==> config.mk <==
export PLATFORM = sky130hd
export DESIGN_NAME = rme_cordic_cell
export DESIGN_NICKNAME = d
export VERILOG_FILES = /design/src/rme_pkg.sv /design/src/rme_cordic_cell.sv
export SDC_FILE = /design/constraint.sdc
export NUM_CORES = 2
export LEC_CHECK = 0
export ABC_CLOCK_PERIOD_IN_PS = 800
export BUFFER_PORTS_ARGS = -buffer_cell sky130_fd_sc_hd__buf_2
export CAP_MARGIN = 20
export CORE_ASPECT_RATIO = 0.75
export CORE_UTILIZATION = 60
export DETAILED_ROUTE_END_ITERATION = 8
export MAX_ROUTING_LAYER = met4
export PLACE_DENSITY = 0.83
export SETUP_SLACK_MARGIN = 0.15
export SLEW_MARGIN = 20
export SYNTH_ARGS = -nofsm -noshare
export SYNTH_HDL_FRONTEND = slang
export SYNTH_SLANG_ARGS = --single-unit
==> constraint.sdc <==
create_clock -name clk -period 0.8 [get_ports clk]
set_input_delay 0.08 -clock clk [delete_from_list [all_inputs] [get_ports clk]]
set_output_delay 0.08 -clock clk [all_outputs]
set_load 0.02 [all_outputs]
==> src/rme_pkg.sv <==
// ----------------------------------------------------------------------------
// Rotation matrix package
// Widths, fixed-point constants, types and tables shared by the core.
// ----------------------------------------------------------------------------
package rme_pkg;

    localparam int ANGLE_BITS   = 16;
    localparam int ELEMENT_BITS = 16;
    localparam int CORDIC_STEPS = 16;
    localparam int NSTEPS       = (CORDIC_STEPS > 32) ? 32 : CORDIC_STEPS;

    localparam int AW = 36;   // scaled, negated angle in Q30
    localparam int CW = 33;   // CORDIC x, y, z
    localparam int MW = 32;   // multiplier operand
    localparam int RW = 33;   // rounded product
    localparam int SW = 35;   // sum of two signed terms

    localparam int     ELEM_LIM = 1 << (ELEMENT_BITS - 2);
    localparam int     ELEM_SH  = 30 - (ELEMENT_BITS - 2);
    localparam longint ELEM_RND = (ELEM_SH > 0) ?
                                  (longint'(1) << ((ELEM_SH > 0) ? ELEM_SH - 1 : 0)) : 0;

    localparam logic signed [AW-1:0] Q30_PI      = 36'sd3373259426;
    localparam logic signed [AW-1:0] Q30_HALF_PI = 36'sd1686629713;
    localparam logic signed [AW-1:0] Q30_TWO_PI  = 36'sd6746518852;
    localparam logic signed [CW-1:0] CORDIC_GAIN = 33'sd652032874;
    localparam logic signed [MW-1:0] Q30_ONE     = 32'sd1073741824;

    localparam logic [2:0] ORD_XYZ      = 3'd0;
    localparam logic [2:0] ORD_XZY      = 3'd1;
    localparam logic [2:0] ORD_YXZ      = 3'd2;
    localparam logic [2:0] ORD_YZX      = 3'd3;
    localparam logic [2:0] ORD_ZXY      = 3'd4;
    localparam logic [2:0] ORD_ZYX      = 3'd5;
    localparam logic [2:0] ORD_IDENT_LO = 3'd6;
    localparam logic [2:0] ORD_IDENT_HI = 3'd7;

    // Term signs.
    localparam logic POS = 1'b0;
    localparam logic NEG = 1'b1;

    // Operand codes for the product selection.
    localparam logic [2:0] OP_Z  = 3'd0;
    localparam logic [2:0] OP_O  = 3'd1;
    localparam logic [2:0] OP_SX = 3'd2;
    localparam logic [2:0] OP_CX = 3'd3;
    localparam logic [2:0] OP_SY = 3'd4;
    localparam logic [2:0] OP_CY = 3'd5;
    localparam logic [2:0] OP_SZ = 3'd6;
    localparam logic [2:0] OP_CZ = 3'd7;

    typedef logic signed [CW-1:0]           cw_t;
    typedef logic signed [MW-1:0]           mw_t;
    typedef logic signed [ELEMENT_BITS-1:0] elem_t;

    typedef struct packed {
        logic       valid;
        logic [2:0] ord;
        logic [2:0] flip;
        cw_t [2:0]  x;
        cw_t [2:0]  y;
        cw_t [2:0]  z;
    } crd_t;

    typedef struct packed {
        cw_t  z;
        logic flip;
    } red_t;

    // Element = (+/-) a0*a1 (+/-) (b0*b1)*b2
    typedef struct packed {
        logic       sa;
        logic [2:0] a0;
        logic [2:0] a1;
        logic       sb;
        logic [2:0] b0;
        logic [2:0] b1;
        logic [2:0] b2;
    } plan_t;

    function automatic cw_t atan_q30(input logic [4:0] i);
        cw_t t;
        case (i)
            5'd0:  t = 33'sd843314856;
            5'd1:  t = 33'sd497837829;
            5'd2:  t = 33'sd263043836;
            5'd3:  t = 33'sd133525158;
            5'd4:  t = 33'sd67021686;
            5'd5:  t = 33'sd33543515;
            5'd6:  t = 33'sd16775850;
            5'd7:  t = 33'sd8388437;
            5'd8:  t = 33'sd4194282;
            5'd9:  t = 33'sd2097149;
            5'd10: t = 33'sd1048575;
            5'd11: t = 33'sd524287;
            5'd12: t = 33'sd262143;
            5'd13: t = 33'sd131071;
            5'd14: t = 33'sd65535;
            5'd15: t = 33'sd32767;
            5'd16: t = 33'sd16383;
            5'd17: t = 33'sd8191;
            5'd18: t = 33'sd4095;
            5'd19: t = 33'sd2047;
            5'd20: t = 33'sd1023;
            5'd21: t = 33'sd511;
            5'd22: t = 33'sd255;
            5'd23: t = 33'sd127;
            5'd24: t = 33'sd63;
            5'd25: t = 33'sd31;
            5'd26: t = 33'sd15;
            5'd27: t = 33'sd8;
            5'd28: t = 33'sd4;
            5'd29: t = 33'sd2;
            5'd30: t = 33'sd1;
            default: t = '0;
        endcase
        return t;
    endfunction

    // Moving axes run the reversed order.
    function automatic logic [2:0] rev_order(input logic [2:0] o);
        logic [2:0] r;
        case (o)
            ORD_XYZ: r = ORD_ZYX;
            ORD_XZY: r = ORD_YZX;
            ORD_YXZ: r = ORD_ZXY;
            ORD_YZX: r = ORD_XZY;
            ORD_ZXY: r = ORD_YXZ;
            ORD_ZYX: r = ORD_XYZ;
            default: r = o;
        endcase
        return r;
    endfunction

    // Bring the angle into [-pi/2, pi/2]; flip marks a half-turn shift.
    function automatic red_t reduce(input logic signed [AW-1:0] a);
        logic signed [AW-1:0] w;
        red_t                 r;
        w = a;
        if (w > Q30_PI)
            w = w - Q30_TWO_PI;
        else if (w < -Q30_PI)
            w = w + Q30_TWO_PI;
        r.flip = 1'b0;
        if (w > Q30_HALF_PI)
        begin
            w      = w - Q30_PI;
            r.flip = 1'b1;
        end
        else if (w < -Q30_HALF_PI)
        begin
            w      = w + Q30_PI;
            r.flip = 1'b1;
        end
        r.z = w[CW-1:0];
        return r;
    endfunction

    function automatic plan_t mk(input logic sa, input logic [2:0] a0, input logic [2:0] a1,
                                 input logic sb, input logic [2:0] b0, input logic [2:0] b1,
                                 input logic [2:0] b2);
        plan_t p;
        p = '{sa, a0, a1, sb, b0, b1, b2};
        return p;
    endfunction

    function automatic plan_t two(input logic sa, input logic [2:0] a0, input logic [2:0] a1);
        return mk(sa, a0, a1, POS, OP_Z, OP_Z, OP_Z);
    endfunction

    // Closed-form products for every order and element.
    function automatic plan_t elem_plan(input logic [2:0] o, input logic [3:0] k);
        plan_t p;
        p = two(POS, OP_Z, OP_Z);
        case (o)
            ORD_XYZ:
                case (k)
                    4'd0: p = two(POS, OP_CY, OP_CZ);
                    4'd1: p = two(POS, OP_CY, OP_SZ);
                    4'd2: p = two(NEG, OP_SY, OP_O);
                    4'd3: p = mk(NEG, OP_CX, OP_SZ, POS, OP_SX, OP_SY, OP_CZ);
                    4'd4: p = mk(POS, OP_CX, OP_CZ, POS, OP_SX, OP_SY, OP_SZ);
                    4'd5: p = two(POS, OP_SX, OP_CY);
                    4'd6: p = mk(POS, OP_SX, OP_SZ, POS, OP_CX, OP_SY, OP_CZ);
                    4'd7: p = mk(NEG, OP_SX, OP_CZ, POS, OP_CX, OP_SY, OP_SZ);
                    4'd8: p = two(POS, OP_CX, OP_CY);
                    default: p = two(POS, OP_Z, OP_Z);
                endcase
            ORD_XZY:
                case (k)
                    4'd0: p = two(POS, OP_CY, OP_CZ);
                    4'd1: p = two(POS, OP_SZ, OP_O);
                    4'd2: p = two(NEG, OP_CZ, OP_SY);
                    4'd3: p = mk(POS, OP_SX, OP_SY, NEG, OP_CX, OP_SZ, OP_CY);
                    4'd4: p = two(POS, OP_CX, OP_CZ);
                    4'd5: p = mk(POS, OP_SX, OP_CY, POS, OP_CX, OP_SY, OP_SZ);
                    4'd6: p = mk(POS, OP_CX, OP_SY, POS, OP_SX, OP_SZ, OP_CY);
                    4'd7: p = two(NEG, OP_SX, OP_CZ);
                    4'd8: p = mk(POS, OP_CX, OP_CY, NEG, OP_SX, OP_SY, OP_SZ);
                    default: p = two(POS, OP_Z, OP_Z);
                endcase
            ORD_YXZ:
                case (k)
                    4'd0: p = mk(POS, OP_CY, OP_CZ, NEG, OP_SX, OP_SY, OP_SZ);
                    4'd1: p = mk(POS, OP_CY, OP_SZ, POS, OP_SX, OP_SY, OP_CZ);
                    4'd2: p = two(NEG, OP_CX, OP_SY);
                    4'd3: p = two(NEG, OP_CX, OP_SZ);
                    4'd4: p = two(POS, OP_CX, OP_CZ);
                    4'd5: p = two(POS, OP_SX, OP_O);
                    4'd6: p = mk(POS, OP_CZ, OP_SY, POS, OP_SX, OP_CY, OP_SZ);
                    4'd7: p = mk(POS, OP_SY, OP_SZ, NEG, OP_SX, OP_CY, OP_CZ);
                    4'd8: p = two(POS, OP_CX, OP_CY);
                    default: p = two(POS, OP_Z, OP_Z);
                endcase
            ORD_YZX:
                case (k)
                    4'd0: p = two(POS, OP_CY, OP_CZ);
                    4'd1: p = mk(POS, OP_SX, OP_SY, POS, OP_CX, OP_CY, OP_SZ);
                    4'd2: p = mk(NEG, OP_CX, OP_SY, POS, OP_CY, OP_SZ, OP_SX);
                    4'd3: p = two(NEG, OP_SZ, OP_O);
                    4'd4: p = two(POS, OP_CX, OP_CZ);
                    4'd5: p = two(POS, OP_CZ, OP_SX);
                    4'd6: p = two(POS, OP_SY, OP_CZ);
                    4'd7: p = mk(NEG, OP_CY, OP_SX, POS, OP_CX, OP_SY, OP_SZ);
                    4'd8: p = mk(POS, OP_CX, OP_CY, POS, OP_SX, OP_SY, OP_SZ);
                    default: p = two(POS, OP_Z, OP_Z);
                endcase
            ORD_ZXY:
                case (k)
                    4'd0: p = mk(POS, OP_CY, OP_CZ, POS, OP_SX, OP_SY, OP_SZ);
                    4'd1: p = two(POS, OP_CX, OP_SZ);
                    4'd2: p = mk(NEG, OP_SY, OP_CZ, POS, OP_SX, OP_CY, OP_SZ);
                    4'd3: p = mk(NEG, OP_SZ, OP_CY, POS, OP_SX, OP_SY, OP_CZ);
                    4'd4: p = two(POS, OP_CX, OP_CZ);
                    4'd5: p = mk(POS, OP_SY, OP_SZ, POS, OP_SX, OP_CY, OP_CZ);
                    4'd6: p = two(POS, OP_CX, OP_SY);
                    4'd7: p = two(NEG, OP_SX, OP_O);
                    4'd8: p = two(POS, OP_CX, OP_CY);
                    default: p = two(POS, OP_Z, OP_Z);
                endcase
            ORD_ZYX:
                case (k)
                    4'd0: p = two(POS, OP_CY, OP_CZ);
                    4'd1: p = mk(POS, OP_CX, OP_SZ, POS, OP_CZ, OP_SY, OP_SX);
                    4'd2: p = mk(POS, OP_SX, OP_SZ, NEG, OP_CX, OP_CZ, OP_SY);
                    4'd3: p = two(NEG, OP_SZ, OP_CY);
                    4'd4: p = mk(POS, OP_CX, OP_CZ, NEG, OP_SX, OP_SY, OP_SZ);
                    4'd5: p = mk(POS, OP_SX, OP_CZ, POS, OP_CX, OP_SY, OP_SZ);
                    4'd6: p = two(POS, OP_SY, OP_O);
                    4'd7: p = two(NEG, OP_SX, OP_CY);
                    4'd8: p = two(POS, OP_CX, OP_CY);
                    default: p = two(POS, OP_Z, OP_Z);
                endcase
            default:
                if (k == 4'd0 || k == 4'd4 || k == 4'd8)
                    p = two(POS, OP_O, OP_O);
        endcase
        return p;
    endfunction

    // Q30 product rounding: floor((p + 2^29) / 2^30).
    function automatic logic signed [RW-1:0] rnd_q30(input logic signed [63:0] p);
        logic signed [63:0] t;
        t = (p + 64'sd536870912) >>> 30;
        return t[RW-1:0];
    endfunction

    // Round half up to the element format and saturate to +/-1.0.
    function automatic elem_t to_elem(input logic signed [SW-1:0] v);
        logic signed [SW-1:0] r;
        r = (v + SW'(ELEM_RND)) >>> ELEM_SH;
        if (r > SW'(ELEM_LIM))
            r = SW'(ELEM_LIM);
        if (r < SW'(-ELEM_LIM))
            r = SW'(-ELEM_LIM);
        return r[ELEMENT_BITS-1:0];
    endfunction

endpackage

==> src/rme_cordic_cell.sv <==
// ----------------------------------------------------------------------------
// CORDIC cell
// One rotation step for the three angles, registered toward the next cell.
// ----------------------------------------------------------------------------
module rme_cordic_cell (
    input  logic          clk,
    input  logic          rst_n,
    input  logic          adv,
    input  logic [4:0]    step,
    input  rme_pkg::crd_t d,
    output rme_pkg::crd_t q
);
    import rme_pkg::*;

    crd_t q_reg;
    crd_t q_next;
    logic vld_reg;
    cw_t  t;

    always_comb
    begin
        q_next = d;
        t      = atan_q30(step);
        for (int l = 0; l < 3; l++)
        begin
            if (!d.z[l][CW-1])
            begin
                q_next.x[l] = d.x[l] - ($signed(d.y[l]) >>> step);
                q_next.y[l] = d.y[l] + ($signed(d.x[l]) >>> step);
                q_next.z[l] = d.z[l] - t;
            end
            else
            begin
                q_next.x[l] = d.x[l] + ($signed(d.y[l]) >>> step);
                q_next.y[l] = d.y[l] - ($signed(d.x[l]) >>> step);
                q_next.z[l] = d.z[l] + t;
            end
        end
    end

    always_ff @(posedge clk or negedge rst_n)
    begin
        if (!rst_n)
            vld_reg <= 1'b0;
        else if (adv)
            vld_reg <= d.valid;
    end

    always_ff @(posedge clk)
    begin
        if (adv)
            q_reg <= q_next;
    end

    always_comb
    begin
        q       = q_reg;
        q.valid = vld_reg;
    end

endmodule

==> results of run 1 <==
==> synthesized netlist by cell type (all sizes together), types with 110 or more instances <==
master  instances  share of area (%)
a21o          110                2.0
xor2          141                3.0
xnor2         304                6.4
a21oi         399                4.8
inv           132                1.2
mux2          131                3.6
mux4          236                 13
edfxtp        303                 22
mux2i         171                4.1
ha            306                9.2
nand2         303                2.7
nor2          397                3.6
clkbuf        113                1.0
o21ai         272                3.3
buf           125                2.0
==> kinds of logic after synthesis <==
kind of cell / synth area share (%)
AOI/OAI and AO/OA: 20.5
xor gates and xnor gates: 9.40
adders and majority gates: 9.67
buffers and inverters: 4.27
DFF: 22.0
muxes: 20.6
and+or+nand+nor: 13.6
==> metal layers <==
layer,global-route usage [%],GRT overflow
met4,110,1037
met1,96.5,388
met2,122,3365
met5,-,-
met3,94.0,434
==> through the flow <==
stage	std cells	setup WS (ns)	setup TNS (ns)	utilization [%]
after floorplan	4459	-4.51	-1025.44	-
after global placement	7569	-4.69	-1120.73	86.7
after detailed placement	7569	-5.22	-1216.85	86.7
after CTS	7847	-4.05	-1034.08	95.1
==> timing repair <==
item	CTS
setup buffers	198
setup endpoints to repair	602
gates cloned	12
gates resized for setup	603
hold buffers	9
hold endpoints to repair	34
pin swaps	314
==> results by group, run 1 <==
Floorplan
  • Die H: 230 um
  • FP Rows: 83
  • Initial Utilization: 60.6%
  • DIE WIDTH: 306 um
  • I/O Pins: 616

Global route
  • Vias in the first global route: 77424
  • All-Layer GR Usage: 105%
  • First-pass GRT wire length: 546000 um
  • GR Overflow Total: 5224
  • Largest net degree at the start of global routing: 46

Clocking
  • CTS max path bufs: 3
  • CTS buffer count: 36
  • CTS root buffer: clkbuf_16
  • CTS HTree Levels: 2
  • CTS sink cnt: 304

Synth
  • Post-synthesis cell count: 4459
  • Post-synthesis register bit count: 304
  • Post-synth EDFFs: 303
  • Syn Area/Cell: 9.30 um^2
  • Synth Net Count: 5086
  • Top FF cell, synth: edfxtp_1
  • Register area share after synthesis: 22.0%
  • YS warnings: 0
  • Count of cell types in the netlist: 109
  • Fraction of registers with async set/reset: 0.329%
  • Cell Area, Synth: 0.0415 mm^2

Placed design
  • Routability cong.: 1.25
  • Dpl cell area: 0.0593 mm^2
  • Port bufs: 615
  • HPWL after DPL: 173000 um

Outcome
  • Error: [ERROR GRT-0116] Global routing finished with congestion. Check the congestion regions in the DRC Viewer.
  • Status: stopped before the end
  • Fail Step: global routing
==> inputs of run 2 (changes only) <==
CORE_ASPECT_RATIO = not set   (was 0.75)
CORE_UTILIZATION = 40   (was 60)
MAX_ROUTING_LAYER = not set   (was met4)
PLACE_DENSITY = not set   (was 0.83)
PLACE_DENSITY_LB_ADDON = 0.15   (was not set)
SETUP_SLACK_MARGIN = not set   (was 0.15)
==> run 2 against run 1 <==
Effect of this change: the flow now finishes, with violations (negative hold slack, negative setup slack); area after synthesis is the same; synthesized cell count did not move.
==> results by group, run 2 <==
Outcome
  • Status: finished, violations left
  • Failing checks: negative hold slack, negative setup slack

Clocking
  • CTS buffer count: 37 (+2.8%)
  • CTS root buffer: clkbuf_16
  • CTS max path bufs: 3 (unchanged)
  • Hold buffer count at CTS: 13 (+4)
  • CTS HTree Levels: 2 (unchanged)
  • Clock slew at reported path FFs: 0.06 ns
  • CTS tree: yes
  • Clock latency on the worst-skew pair: 0.60 ns
  • CTS sink cnt: 304 (unchanged)

Critical path
  • Cells on worst reg2reg path: 1
  • Maximum fanout along the worst path: 6
  • CP startpoint kind: input pin
  • Setup CP Type: input pin to register
  • CP endpoint kind: register
  • Reg-to-reg startpoint: vld_reg$_DFFE_PN0P_
  • Crit path DAT: 5.16 ns
  • CP Data Required Time: 1.14 ns
  • Crit. Startpoint: step[0]

Synth
  • Synth top area cells: edfxtp_1 (22%), mux4_2 (12%), ha_1 (9.2%)
  • Top FF cell, synth: edfxtp_1
  • Post-synthesis cell count: 4459 (unchanged)
  • Post-synth EDFFs: 303 (unchanged)
  • Post-synthesis register bit count: 304 (unchanged)
  • Most frequent cells after synthesis: a21oi_1 (399), nor2_1 (395), ha_1 (306), xnor2_1 (304), edfxtp_1 (303)
  • Fraction of registers with async set/reset: 0.329% (unchanged)
  • Syn Area/Cell: 9.30 um^2 (unchanged)
  • YS warnings: 0 (unchanged)
  • Count of cell types in the netlist: 109 (unchanged)
  • Share of the synthesized area in the top cell type: 21.9% (unchanged)
  • Most common cell in the netlist: a21oi_1
  • Largest area contributor in the netlist: edfxtp_1
  • Synth Net Count: 5086 (unchanged)
  • Cell Area, Synth: 0.0415 mm^2 (unchanged)
  • Register area share after synthesis: 22.0% (unchanged)

Timing
  • RSZ-0062 raised after global routing: yes
  • Slew Viols, Final: 0
  • F_max: 208 MHz
  • Post-route clock skew: 0 ns
  • Worst slew margin: 43.5%
  • Setup violations, final: 905
  • Fin Hold WS: -0.240 ns
  • Setup ws final: -4.02 ns
  • Final hold violations: 11
  • Final period util: 602%
  • Slew @ Worst Pin: 0.847 ns
  • Post-layout minimum cycle time: 4.82 ns

Floorplan
  • I/O Pins: 616 (unchanged)
  • Core area: 0.102 mm^2
  • Die ar.: 0.105 mm^2
  • Die H: 324 um (+41%)
  • DIE WIDTH: 324 um (+6.0%)
  • FP Rows: 117 (+41%)
  • Initial Utilization: 40.5% (-20 points)

Global route
  • First-pass GRT wire length: 283000 um
  • GR Overflow Total: 0
  • Largest net degree at the start of global routing: 51
  • Vias in the first global route: 47261
  • Initial antenna violation count: 16
  • All-Layer GR Usage: 35.5%

Placed design
  • Dpl cell area: 0.0613 mm^2 (+3.4%)
  • Place WS: -4.79 ns (+0.432 ns)
  • Routability cong.: 1.02 (-18%)
  • Port bufs: 615 (unchanged)
  • HPWL after DPL: 156000 um (-9.9%)

Worst hold path
  • Min-delay worst type: input pin to register
  • Hold_sp: d[33]
  • Worst hold path depth: 2

Detailed routing
  • Avg WL per Cell: 23.1 um
  • DRT Wirelength: 196000 um
  • Avg Vias per Cell: 5.70
  • Starting DRC count in detailed routing: 3812
  • # DRC: 0
  • Antenna Violating Nets Remaining: 0
  • Drt pass-1 iters: 6
  • Vias after detailed routing: 48290

Cells and area
  • Final instance area: 0.0675 mm^2
  • Most frequent cells in the layout: buf_4 (2053), buf_2 (605), nor2_1 (339)
  • Area delta synth->final: 62.7%
  • Most common cell after layout, fill and taps aside: buf_4
  • Largest register FFs: 303
  • Share of layout cells above drive strength 1: 53.9%
  • Nets: 7691

Job
  • Max Cap Viol: 0

Power
  • Leak: 30.7 nW
  • Pwr/cell area: 1760 mW/mm^2
  • Max VDD drop: 1.87 mV
run 2: cell counts after synthesis:
Identical to the previous run, type by type.
run 2: area by class of cell:
cell class | instances | area [um^2]
multi-input cells | 3783 | 34000
diodes | 10 | 25.0
well taps | 1368 | 1710
repair buffers | 2804 | 20900
clock inverters | 23 | 238
clock buffers | 41 | 941
flip-flops and latches | 304 | 9120
fillers | 8562 | 34800
inverters | 134 | 523
run 2: cells by family after synthesis:
group,count (synthesis),share of synthesized area [%]
and+or+nand+nor,1167,13.6
AOI/OAI and AO/OA,1318,20.5
adders and majority gates,315,9.67
muxes,538,20.6
buffers and inverters,372,4.27
xor gates and xnor gates,445,9.40
DFF,304,22.0
run 2: report_power, final:
part | leakage, nW | switching [W] | internal (W)
combinational | 27.1 | 0.0396 | 0.0374
clock | 0.576 | 0.00730 | 0.00976
sequential | 2.98 | 0.00127 | 0.0236
total | 30.7 | 0.0482 | 0.0708
run 2: routing by layer:
| metal | GRT usage [%] | part of all wire [%] | up-vias |
|---|---|---|---|
| met5 | 0 | 0.031 | - |
| met4 | 16.1 | 5.3 | 10 |
| met3 | 4.73 | 6.7 | 511 |
| met2 | 59.7 | 48 | 2153 |
| met1 | 45.1 | 40 | 23347 |
| li1 | - | - | 22269 |
run 2: path summary, 6_finish.rpt:
kind / to / slack, ns
max: q[296]$_DFFE_PP_ / -4.02
min: q[33]$_DFFE_PP_ / -0.24
max reg2reg: vld_reg$_DFFE_PN0P_ / 0.06
min reg2reg: vld_reg$_DFFE_PN0P_ / 0.51
max in group asynchronous: vld_reg$_DFFE_PN0P_ / 0.40
min in group asynchronous: vld_reg$_DFFE_PN0P_ / 0.30
run 2: worst max-delay path: stages:
cell and delay [ns]:
buf_16 0.15, buf_4 0.13, buf_6 0.09, mux4_2 0.56, mux4_2 0.58, buf_6 0.16
nor3_4 0.12, a41oi_2 0.08, nor4b_4 0.34, nand4_1 0.22, nor2_4 0.24, nor2_4 0.06
xnor2_2 0.15, ha_1 0.33, nand3_2 0.10, nor2_2 0.13, nand3_1 0.11, nor3_2 0.19
nor3_4 0.09, a211oi_4 0.26, a41oi_2 0.17, buf_4 0.18, o221a_4 0.25, o31ai_4 0.26
xnor2_1 0.10
run 2: per-stage QoR:
stage	hold slack (ns)	TNS (ns)	util [%]	total power [W]	instances
2_1_floorplan	-0.216	-1025.44	-	0.0615	4459
3_3_place_gp	-0.146	-1167.42	59.9	0.0931	8194
3_5_place_dp	-0.144	-1186.41	59.9	0.0936	8194
4_1_cts	-0.276	-1102.84	64.0	0.115	8388
5_1_grt	-0.236	-1182.77	65.9	0.125	8465
6_report	-0.240	-1129.44	65.9	0.119	8467
run 2: what timing repair did:
action | in CTS | in global routing
hold endpoints to repair | 75 | 11
cloned | 12 | 3
setup buffers | 111 | 80
setup endpoints to repair | 601 | 905
pin swaps | 218 | 264
gates resized for setup | 400 | 287
Power figures use the tool's default switching activity.
